File: config.mk
export PLATFORM = sky130hd
export DESIGN_NAME = sliding_window_stats_features
export DESIGN_NICKNAME = d
export VERILOG_FILES = /design/src/swsf_pkg.sv /design/src/swsf_datapath.sv /design/src/swsf_control.sv /design/src/sliding_window_stats_features.sv
export SDC_FILE = /design/constraint.sdc
export NUM_CORES = 2
export LEC_CHECK = 0
export BUFFER_PORTS_ARGS = -buffer_cell sky130_fd_sc_hd__buf_2
export CAP_MARGIN = 25
export CELL_PAD_IN_SITES_DETAIL_PLACEMENT = 0
export CELL_PAD_IN_SITES_GLOBAL_PLACEMENT = 2
export CORE_UTILIZATION = 44
export CTS_CLUSTER_SIZE = 40
export DETAILED_ROUTE_END_ITERATION = 7
export PLACE_DENSITY_LB_ADDON = 0.1
export SYNTH_ARGS = -nofsm -noshare
export SYNTH_HDL_FRONTEND = slang
export SYNTH_SLANG_ARGS = --single-unit
File: constraint.sdc
create_clock -name clock -period 18.21 [get_ports clock]
set_input_delay 0.9105 -clock clock [delete_from_list [all_inputs] [get_ports clock]]
set_output_delay 0.9105 -clock clock [all_outputs]
set_load 0.03 [all_outputs]
File: src/swsf_pkg.sv
`timescale 1ns / 1ps
package swsf_pkg;
   localparam int WINDOW_DEPTH = 32;
   localparam int PTR_W = $clog2(WINDOW_DEPTH);
   localparam int CNT_W = $clog2(WINDOW_DEPTH + 1);
   localparam int SUM_W = 16 + CNT_W;
   localparam int SQ_W = 32 + CNT_W;
   // n*S2 and S1^2 both fit in this width.
   localparam int NUM_W = SQ_W + CNT_W;
   localparam int DEN_W = 2 * CNT_W;
   localparam logic [9:0] RATE_SCALE = 10'd1000;

   typedef struct packed {
      logic load;      // latch the new sample and read the old slot
      logic update;    // write the window and form the squares
      logic mul_num;   // fold the sample into the sums
      logic mul_sq;    // form n*S2 - S1^2
      logic div_start; // start the variance divide
      logic rdiv_start; // start the rate divide
      logic sqrt_start;
      logic finish;    // result register loads
   } swsf_cmd_type;

   typedef struct packed {
      logic div_done;
      logic sqrt_done;
   } swsf_sts_type;
endpackage

File: src/swsf_datapath.sv
`timescale 1ns / 1ps
module swsf_datapath (
   input  logic                         clock,
   input  logic                         reset,
   input  swsf_pkg::swsf_cmd_type       cmd,
   output swsf_pkg::swsf_sts_type       sts,
   input  logic [15:0]                  distance,
   input  logic [31:0]                  timestamp,
   output logic [15:0]                  distance_out,
   output logic [31:0]                  timestamp_out,
   output logic [30:0]                  variance,
   output logic [15:0]                  jitter,
   output logic [25:0]                  rate_out
);
   localparam int NW = swsf_pkg::NUM_W;

   logic [15:0] window_mem [swsf_pkg::WINDOW_DEPTH];
   logic [15:0] old_ff;
   logic [15:0] d_ff;
   logic [31:0] t_ff;
   logic [swsf_pkg::PTR_W-1:0] wp_ff;
   logic [swsf_pkg::CNT_W-1:0] cnt_ff;
   logic [swsf_pkg::SUM_W-1:0] sum_ff;
   logic [swsf_pkg::SQ_W-1:0] sq_ff;
   logic [15:0] pd_ff;
   logic [31:0] pt_ff;
   logic have_ff;
   logic full_ff;
   logic [31:0] dsq_ff;
   logic [31:0] osq_ff;
   logic [NW-1:0] num_ff;
   logic rate_ok_ff;
   logic [25:0] rnum_ff;
   logic [31:0] dt_ff;

   // Variance divider: restoring, one quotient bit per cycle.
   logic [NW-1:0] q_ff;
   logic [swsf_pkg::DEN_W:0] rem_ff;
   logic [swsf_pkg::DEN_W-1:0] den_ff;
   logic [6:0] dcnt_ff;
   logic dbusy_ff;
   // Rate divider.
   logic [25:0] rq_ff;
   logic [32:0] rrem_ff;
   logic [4:0] rcnt_ff;
   logic rbusy_ff;
   // Square root: two bits of the radicand per cycle.
   logic [31:0] sv_ff;
   logic [15:0] root_ff;
   logic [17:0] srem_ff;
   logic [4:0] scnt_ff;
   logic sbusy_ff;

   logic [swsf_pkg::DEN_W:0] rem_sh;
   logic [32:0] rrem_sh;
   logic [17:0] srem_sh;
   logic [17:0] strial;
   logic [15:0] diff;

   assign rem_sh = {rem_ff[swsf_pkg::DEN_W-1:0], q_ff[NW-1]};
   assign rrem_sh = {rrem_ff[31:0], rq_ff[25]};
   assign srem_sh = {srem_ff[15:0], sv_ff[31:30]};
   assign strial = {root_ff, 2'b01};
   assign diff = (d_ff >= pd_ff) ? d_ff - pd_ff : pd_ff - d_ff;

   assign sts.div_done = !dbusy_ff && !rbusy_ff;
   assign sts.sqrt_done = !sbusy_ff;

   always_ff @(posedge clock) begin
      if (cmd.load) begin
         old_ff <= window_mem[wp_ff];
         d_ff <= distance;
         t_ff <= timestamp;
      end
      if (cmd.update) begin
         window_mem[wp_ff] <= d_ff;
         dsq_ff <= d_ff * d_ff;
         osq_ff <= old_ff * old_ff;
         rnum_ff <= 26'(diff) * 26'(swsf_pkg::RATE_SCALE);
         dt_ff <= t_ff - pt_ff;
         rate_ok_ff <= have_ff && (t_ff > pt_ff);
      end
      if (cmd.mul_sq)
         num_ff <= NW'(cnt_ff) * NW'(sq_ff) - NW'(sum_ff) * NW'(sum_ff);
   end

   always_ff @(posedge clock) begin
      if (reset) begin
         wp_ff <= '0;
         cnt_ff <= '0;
         sum_ff <= '0;
         sq_ff <= '0;
         pd_ff <= '0;
         pt_ff <= '0;
         have_ff <= 1'b0;
         full_ff <= 1'b0;
      end else if (cmd.mul_num) begin
         // Runs after update, so squares are ready.
         sum_ff <= full_ff ? sum_ff - swsf_pkg::SUM_W'(old_ff) + swsf_pkg::SUM_W'(d_ff)
                           : sum_ff + swsf_pkg::SUM_W'(d_ff);
         sq_ff <= full_ff ? sq_ff - swsf_pkg::SQ_W'(osq_ff) + swsf_pkg::SQ_W'(dsq_ff)
                          : sq_ff + swsf_pkg::SQ_W'(dsq_ff);
         if (!full_ff)
            cnt_ff <= cnt_ff + 1'b1;
         full_ff <= full_ff || (cnt_ff == swsf_pkg::CNT_W'(swsf_pkg::WINDOW_DEPTH - 1));
         wp_ff <= (wp_ff == swsf_pkg::PTR_W'(swsf_pkg::WINDOW_DEPTH - 1)) ? '0 : wp_ff + 1'b1;
         pd_ff <= d_ff;
         pt_ff <= t_ff;
         have_ff <= 1'b1;
      end
   end

   always_ff @(posedge clock) begin
      if (reset) begin
         dbusy_ff <= 1'b0;
         rbusy_ff <= 1'b0;
         sbusy_ff <= 1'b0;
      end else begin
         if (cmd.div_start) begin
            q_ff <= (cnt_ff >= swsf_pkg::CNT_W'(2)) ? num_ff : '0;
            rem_ff <= '0;
            den_ff <= swsf_pkg::DEN_W'(cnt_ff) * swsf_pkg::DEN_W'(cnt_ff);
            dcnt_ff <= 7'(NW);
            dbusy_ff <= (cnt_ff >= swsf_pkg::CNT_W'(2));
         end else if (dbusy_ff) begin
            if (rem_sh >= {1'b0, den_ff}) begin
               rem_ff <= rem_sh - {1'b0, den_ff};
               q_ff <= {q_ff[NW-2:0], 1'b1};
            end else begin
               rem_ff <= rem_sh;
               q_ff <= {q_ff[NW-2:0], 1'b0};
            end
            dcnt_ff <= dcnt_ff - 1'b1;
            dbusy_ff <= (dcnt_ff != 7'd1);
         end
         if (cmd.rdiv_start) begin
            rq_ff <= rate_ok_ff ? rnum_ff : '0;
            rrem_ff <= '0;
            rcnt_ff <= 5'd26;
            rbusy_ff <= rate_ok_ff;
         end else if (rbusy_ff) begin
            if (rrem_sh >= {1'b0, dt_ff}) begin
               rrem_ff <= rrem_sh - {1'b0, dt_ff};
               rq_ff <= {rq_ff[24:0], 1'b1};
            end else begin
               rrem_ff <= rrem_sh;
               rq_ff <= {rq_ff[24:0], 1'b0};
            end
            rcnt_ff <= rcnt_ff - 1'b1;
            rbusy_ff <= (rcnt_ff != 5'd1);
         end
         if (cmd.sqrt_start) begin
            sv_ff <= q_ff[31:0];
            root_ff <= '0;
            srem_ff <= '0;
            scnt_ff <= 5'd16;
            sbusy_ff <= 1'b1;
         end else if (sbusy_ff) begin
            sv_ff <= {sv_ff[29:0], 2'b00};
            if (srem_sh >= strial) begin
               srem_ff <= srem_sh - strial;
               root_ff <= {root_ff[14:0], 1'b1};
            end else begin
               srem_ff <= srem_sh;
               root_ff <= {root_ff[14:0], 1'b0};
            end
            scnt_ff <= scnt_ff - 1'b1;
            sbusy_ff <= (scnt_ff != 5'd1);
         end
      end
   end

   always_ff @(posedge clock) begin
      if (cmd.finish) begin
         distance_out <= d_ff;
         timestamp_out <= t_ff;
         variance <= q_ff[30:0];
         jitter <= root_ff;
         rate_out <= rq_ff;
      end
   end
endmodule

File: src/swsf_control.sv
`timescale 1ns / 1ps
module swsf_control (
   input  logic                   clock,
   input  logic                   reset,
   input  logic                   req_fire,
   input  logic                   rsp_tready,
   output logic                   req_tready,
   output logic                   rsp_tvalid,
   output swsf_pkg::swsf_cmd_type cmd,
   input  swsf_pkg::swsf_sts_type sts
);
   localparam logic [2:0] ST_IDLE = 3'd0;
   localparam logic [2:0] ST_UPD = 3'd1;
   localparam logic [2:0] ST_NUM = 3'd2;
   localparam logic [2:0] ST_SQ = 3'd3;
   localparam logic [2:0] ST_DIV = 3'd4;
   localparam logic [2:0] ST_ROOT = 3'd5;
   localparam logic [2:0] ST_DONE = 3'd6;

   logic [2:0] state_ff, state_in;
   logic out_ff, out_in;
   logic dwait_ff, dwait_in;

   assign rsp_tvalid = out_ff;
   // The output register frees the core once the result is loaded.
   assign req_tready = (state_ff == ST_IDLE);

   always_comb begin
      state_in = state_ff;
      out_in = out_ff && !rsp_tready;
      dwait_in = dwait_ff;
      cmd = '0;
      unique case (state_ff)
         ST_IDLE: begin
            if (req_fire) begin
               cmd.load = 1'b1;
               state_in = ST_UPD;
            end
         end
         ST_UPD: begin
            cmd.update = 1'b1;
            state_in = ST_NUM;
         end
         ST_NUM: begin
            cmd.mul_num = 1'b1;
            state_in = ST_SQ;
         end
         ST_SQ: begin
            cmd.mul_sq = 1'b1;
            state_in = ST_DIV;
            dwait_in = 1'b0;
         end
         ST_DIV: begin
            if (!dwait_ff) begin
               cmd.div_start = 1'b1;
               cmd.rdiv_start = 1'b1;
               dwait_in = 1'b1;
            end else if (sts.div_done) begin
               cmd.sqrt_start = 1'b1;
               state_in = ST_ROOT;
            end
         end
         ST_ROOT: begin
            if (sts.sqrt_done)
               state_in = ST_DONE;
         end
         ST_DONE: begin
            if (!out_ff || rsp_tready) begin
               cmd.finish = 1'b1;
               out_in = 1'b1;
               state_in = ST_IDLE;
            end
         end
         default: state_in = ST_IDLE;
      endcase
   end

   always_ff @(posedge clock) begin
      if (reset) begin
         state_ff <= ST_IDLE;
         out_ff <= 1'b0;
         dwait_ff <= 1'b0;
      end else begin
         state_ff <= state_in;
         out_ff <= out_in;
         dwait_ff <= dwait_in;
      end
   end
endmodule

File: src/sliding_window_stats_features.sv
`timescale 1ns / 1ps
// An accepted sample goes through load, update, sums and n*S2 - S1^2, then the
// 44-step variance divider (the 26-step rate divider runs beside it), then the
// 16-step root. A new sample is taken only after the result register loads.
// A result waiting in the output register does not block the next sample.
// Reset (synchronous, active high) empties the window and previous sample.
module sliding_window_stats_features (
   input  logic         clock,
   input  logic         reset,
   input  logic         req_tvalid,
   output logic         req_tready,
   input  logic [47:0]  req_tdata,  // distance[15:0], timestamp[47:16]
   output logic         rsp_tvalid,
   input  logic         rsp_tready,
   output logic [127:0] rsp_tdata   // distance_out, timestamp_out, variance,
                                    // jitter, rate, zero pad
);
   swsf_pkg::swsf_cmd_type cmd;
   swsf_pkg::swsf_sts_type sts;
   logic [15:0] d_o;
   logic [31:0] t_o;
   logic [30:0] var_o;
   logic [15:0] jit_o;
   logic [25:0] rate_o;

   swsf_control u_ctrl (
      .clock(clock), .reset(reset),
      .req_fire(req_tvalid && req_tready), .rsp_tready(rsp_tready),
      .req_tready(req_tready), .rsp_tvalid(rsp_tvalid), .cmd(cmd), .sts(sts)
   );

   swsf_datapath u_dp (
      .clock(clock), .reset(reset), .cmd(cmd), .sts(sts),
      .distance(req_tdata[15:0]), .timestamp(req_tdata[47:16]),
      .distance_out(d_o), .timestamp_out(t_o), .variance(var_o),
      .jitter(jit_o), .rate_out(rate_o)
   );

   assign rsp_tdata = {7'd0, rate_o, jit_o, var_o, t_o, d_o};
endmodule

==> metrics <==
Post-CTS Setup Inserts=0; yosys warns=0; Num CTS Buffers=around 140; critical path buffer and inverter count=5; # setup viols final=0; Core ar.=0.215 mm²; Port Buffers=about 170; Worst Max-Slew Pin Slew=between 1 and 1.5 ns; HPWL after DPL=192 mm; CTS Buffer Depth=3; DR pass1 iterations=7; Hold Crit Class=in -> reg; Worst Setup End Kind=register; Critical Path Max Stage Delay=0.75 ns; H-tree depth=4; GRT Residual Overflow=0; DRT iter0 DRCs=3914; RSZ-0062 raised after global routing=false; post-route setup TNS=0 ns; I/O Pins=182; top_reg_cell synth=edfxtp_1; Critical Path Most Common Cell=fa_1; die area=0.218 mm²; all-layer global routing usage=0.238; fin crit share=0.524; Hold-fix buffers, CTS=0; Tot Pwr=20.2 mW; clock root cell=clkbuf_16; CP max-delay cell=a211o_1; share of synthesized registers carrying an async set or reset=0; layout cell share with drive strength beyond 1=0.0818; vias per inst=5.21; Tmin final=9.55 ns; routability cong.=0.880; mean area per synthesized cell=10.9 µm²; clk_lat worst skew=0.86 ns; Row Count=170; Synth top area share=0.336; status=finished clean; Leak=between 40 and 50 nW; most area-consuming cells after synthesis=edfxtp_1 (34%), fa_1 (22%), ha_1 (9.3%), inv_1 (7.1%), nand2_1 (3.4%); number of flops mapped to enable cells by yosys=1065; Seq/Total Area, Yosys=0.363; largest net degree at the start of global routing=86; first-pass GRT wire length=393 mm; Slew headroom=0.272; Hold Fails Final Rpt=0; Max Slew Vio Count=0; Cell Pwr Density=about 190 mW/mm²; worst ir drop on vdd=about 0.37 mV; Req. time, crit path=18.78 ns; vias=between 60000 and 70000; Die Wd=around 470 µm; Die H=around 470 µm; synthesized cell area=0.0952 mm²; Post-DRT Antenna Nets=0; Netlist cell types=89; max cap viols=0; critical path class=reg -> reg; crit-path leading delay family=compound AO/OA/AOI/OAI gates; fmax=between 100 and 150 MHz; Total Routed Length=256 mm; clock sink total=1194; final net count=10689; CP Max Fanout=47; crit path launch type=register; vias in the first global route=64626; Initial Util=0.443; post_cts resized=0; area grow syn2layout=9.74%; CTS tree=yes; # fillers=a little under 20000; arrival time at the worst endpoint=10.12 ns; Yosys reg bits=~1200; largest area contributor in the netlist=edfxtp_1; WL per Instance=21.6 µm; initial antenna violation count=7; DRC viols=0; clk slew on worst S/H paths=approximately 0.060 ns; Setup Skew=0.0914 ns; Post-Syn Instances=8749
==> power breakdown <==
| group | switching, mW | internal [mW] | total [mW] |
|---|---|---|---|
| combinational | 7.58 | 5.71 | 13.3 |
| clock | 1.23 | 1.67 | 2.89 |
| sequential | 0.173 | 3.88 | 4.06 |
| total | 8.98 | 11.3 | 20.2 |
==> metal layers <==
layer,part of all wire,global-route usage,vias to the layer above
met2,0.47,0.390,1168
li1,-,-,29062
met3,0.044,0.0333,290
met4,0.021,0.0543,0
met1,0.47,0.335,31238
met5,0,0,-
==> cells in the final DEF (no fill, tap or decap), drive strengths merged, types with 43 or more instances in the layout <==
cell	instances
nand2b	46
xnor2	240
and2	123
dfxtp	129
nand4	45
a21oi	391
clkbuf	174
nor3	68
fa	1030
a22oi	69
nor2	526
buf	301
edfxtp	1065
clkinv	64
mux4	128
inv	1808
nand2	861
a21o	136
o21ai	183
nand3	113
a22o	43
a211oi	65
xor2	97
nor2b	47
ha	709
mux2i	56
==> synthesized netlist by cell type, drive strengths merged, types with 69 or more instances <==
| cell type | number |
|---|---|
| a21o | 136 |
| a21oi | 391 |
| a22oi | 69 |
| and2 | 123 |
| clkbuf | 237 |
| dfxtp | 129 |
| edfxtp | 1065 |
| fa | 1030 |
| ha | 709 |
| inv | 1801 |
| mux4 | 128 |
| nand2 | 861 |
| nand3 | 113 |
| nor2 | 526 |
| o21ai | 183 |
| xnor2 | 240 |
| xor2 | 97 |
==> area by class of cell <==
| type | count | area [µm²] | share of cell area |
|---|---|---|---|
| multi-input cells | 5449 | 52800 | 0.506 |
| flip-flops and latches | 1194 | 34600 | 0.331 |
| inverters | 1813 | 6810 | 0.0652 |
| clock buffers | 174 | 3660 | 0.0351 |
| well taps | 2838 | 3550 | 0.0340 |
| repair buffers | 301 | 1960 | 0.0188 |
| clock inverters | 78 | 1070 | 0.0102 |
| diodes | 3 | 7.51 | 0.0000719 |
==> logic make-up after synthesis <==
| family | Yosys count | share of synthesized area |
|---|---|---|
| adder cells (fa/ha/maj) | 1739 | 0.310 |
| AND/OR/NAND/NOR | 1974 | 0.0920 |
| other | 1 | 0.0000394 |
| multiplexers | 194 | 0.0374 |
| flip-flops | 1194 | 0.363 |
| buffers and inverters | 2112 | 0.0839 |
| XOR/XNOR | 337 | 0.0310 |
| AO/OA/AOI/OAI | 1198 | 0.0825 |
==> registers in the layout, summed over array words and instances, names as in the netlist, 32 cells and up <==
| name | count |
|---|---|
| u_dp.dt_ff | 32 |
| u_dp.num_ff | 44 |
| u_dp.pt_ff | 32 |
| u_dp.q_ff | 44 |
| u_dp.rrem_ff | 32 |
| u_dp.sq_ff | 38 |
| u_dp.sv_ff | 32 |
| u_dp.t_ff | 32 |
| u_dp.timestamp_out | 32 |
| u_dp.window_mem | 512 |
==> worst paths after layout <==
kind,start,to,slack (ns),cells past startpoint
worst max-delay path,u_dp.d_ff[0]$_DFFE_PP_,u_dp.rnum_ff[24]$_DFFE_PP_,8.66,29
worst min-delay path,req_tdata[6],u_dp.d_ff[6]$_DFFE_PP_,0.26,1
worst max register to register,u_dp.d_ff[0]$_DFFE_PP_,u_dp.rnum_ff[24]$_DFFE_PP_,8.66,29
worst min register to register,u_dp.rq_ff[9]$_DFFE_PP_,u_dp.rate_out[9]$_DFFE_PP_,0.45,0
==> stage by stage <==
step                      cells   util  setup WS, ns  cell area [µm²]  hold WS (ns)
after floorplan            8755      -          5.57            95200         0.417
after global placement    11581  0.463          8.73            99500         0.436
after detailed placement  11584  0.463          8.63            99500         0.435
after CTS                 11836  0.485          8.64           104000         0.199
after global routing      11848  0.486          7.88           104000         0.216
final                     11850  0.486          8.66           104000         0.262
(Power assumes the default switching activity.)
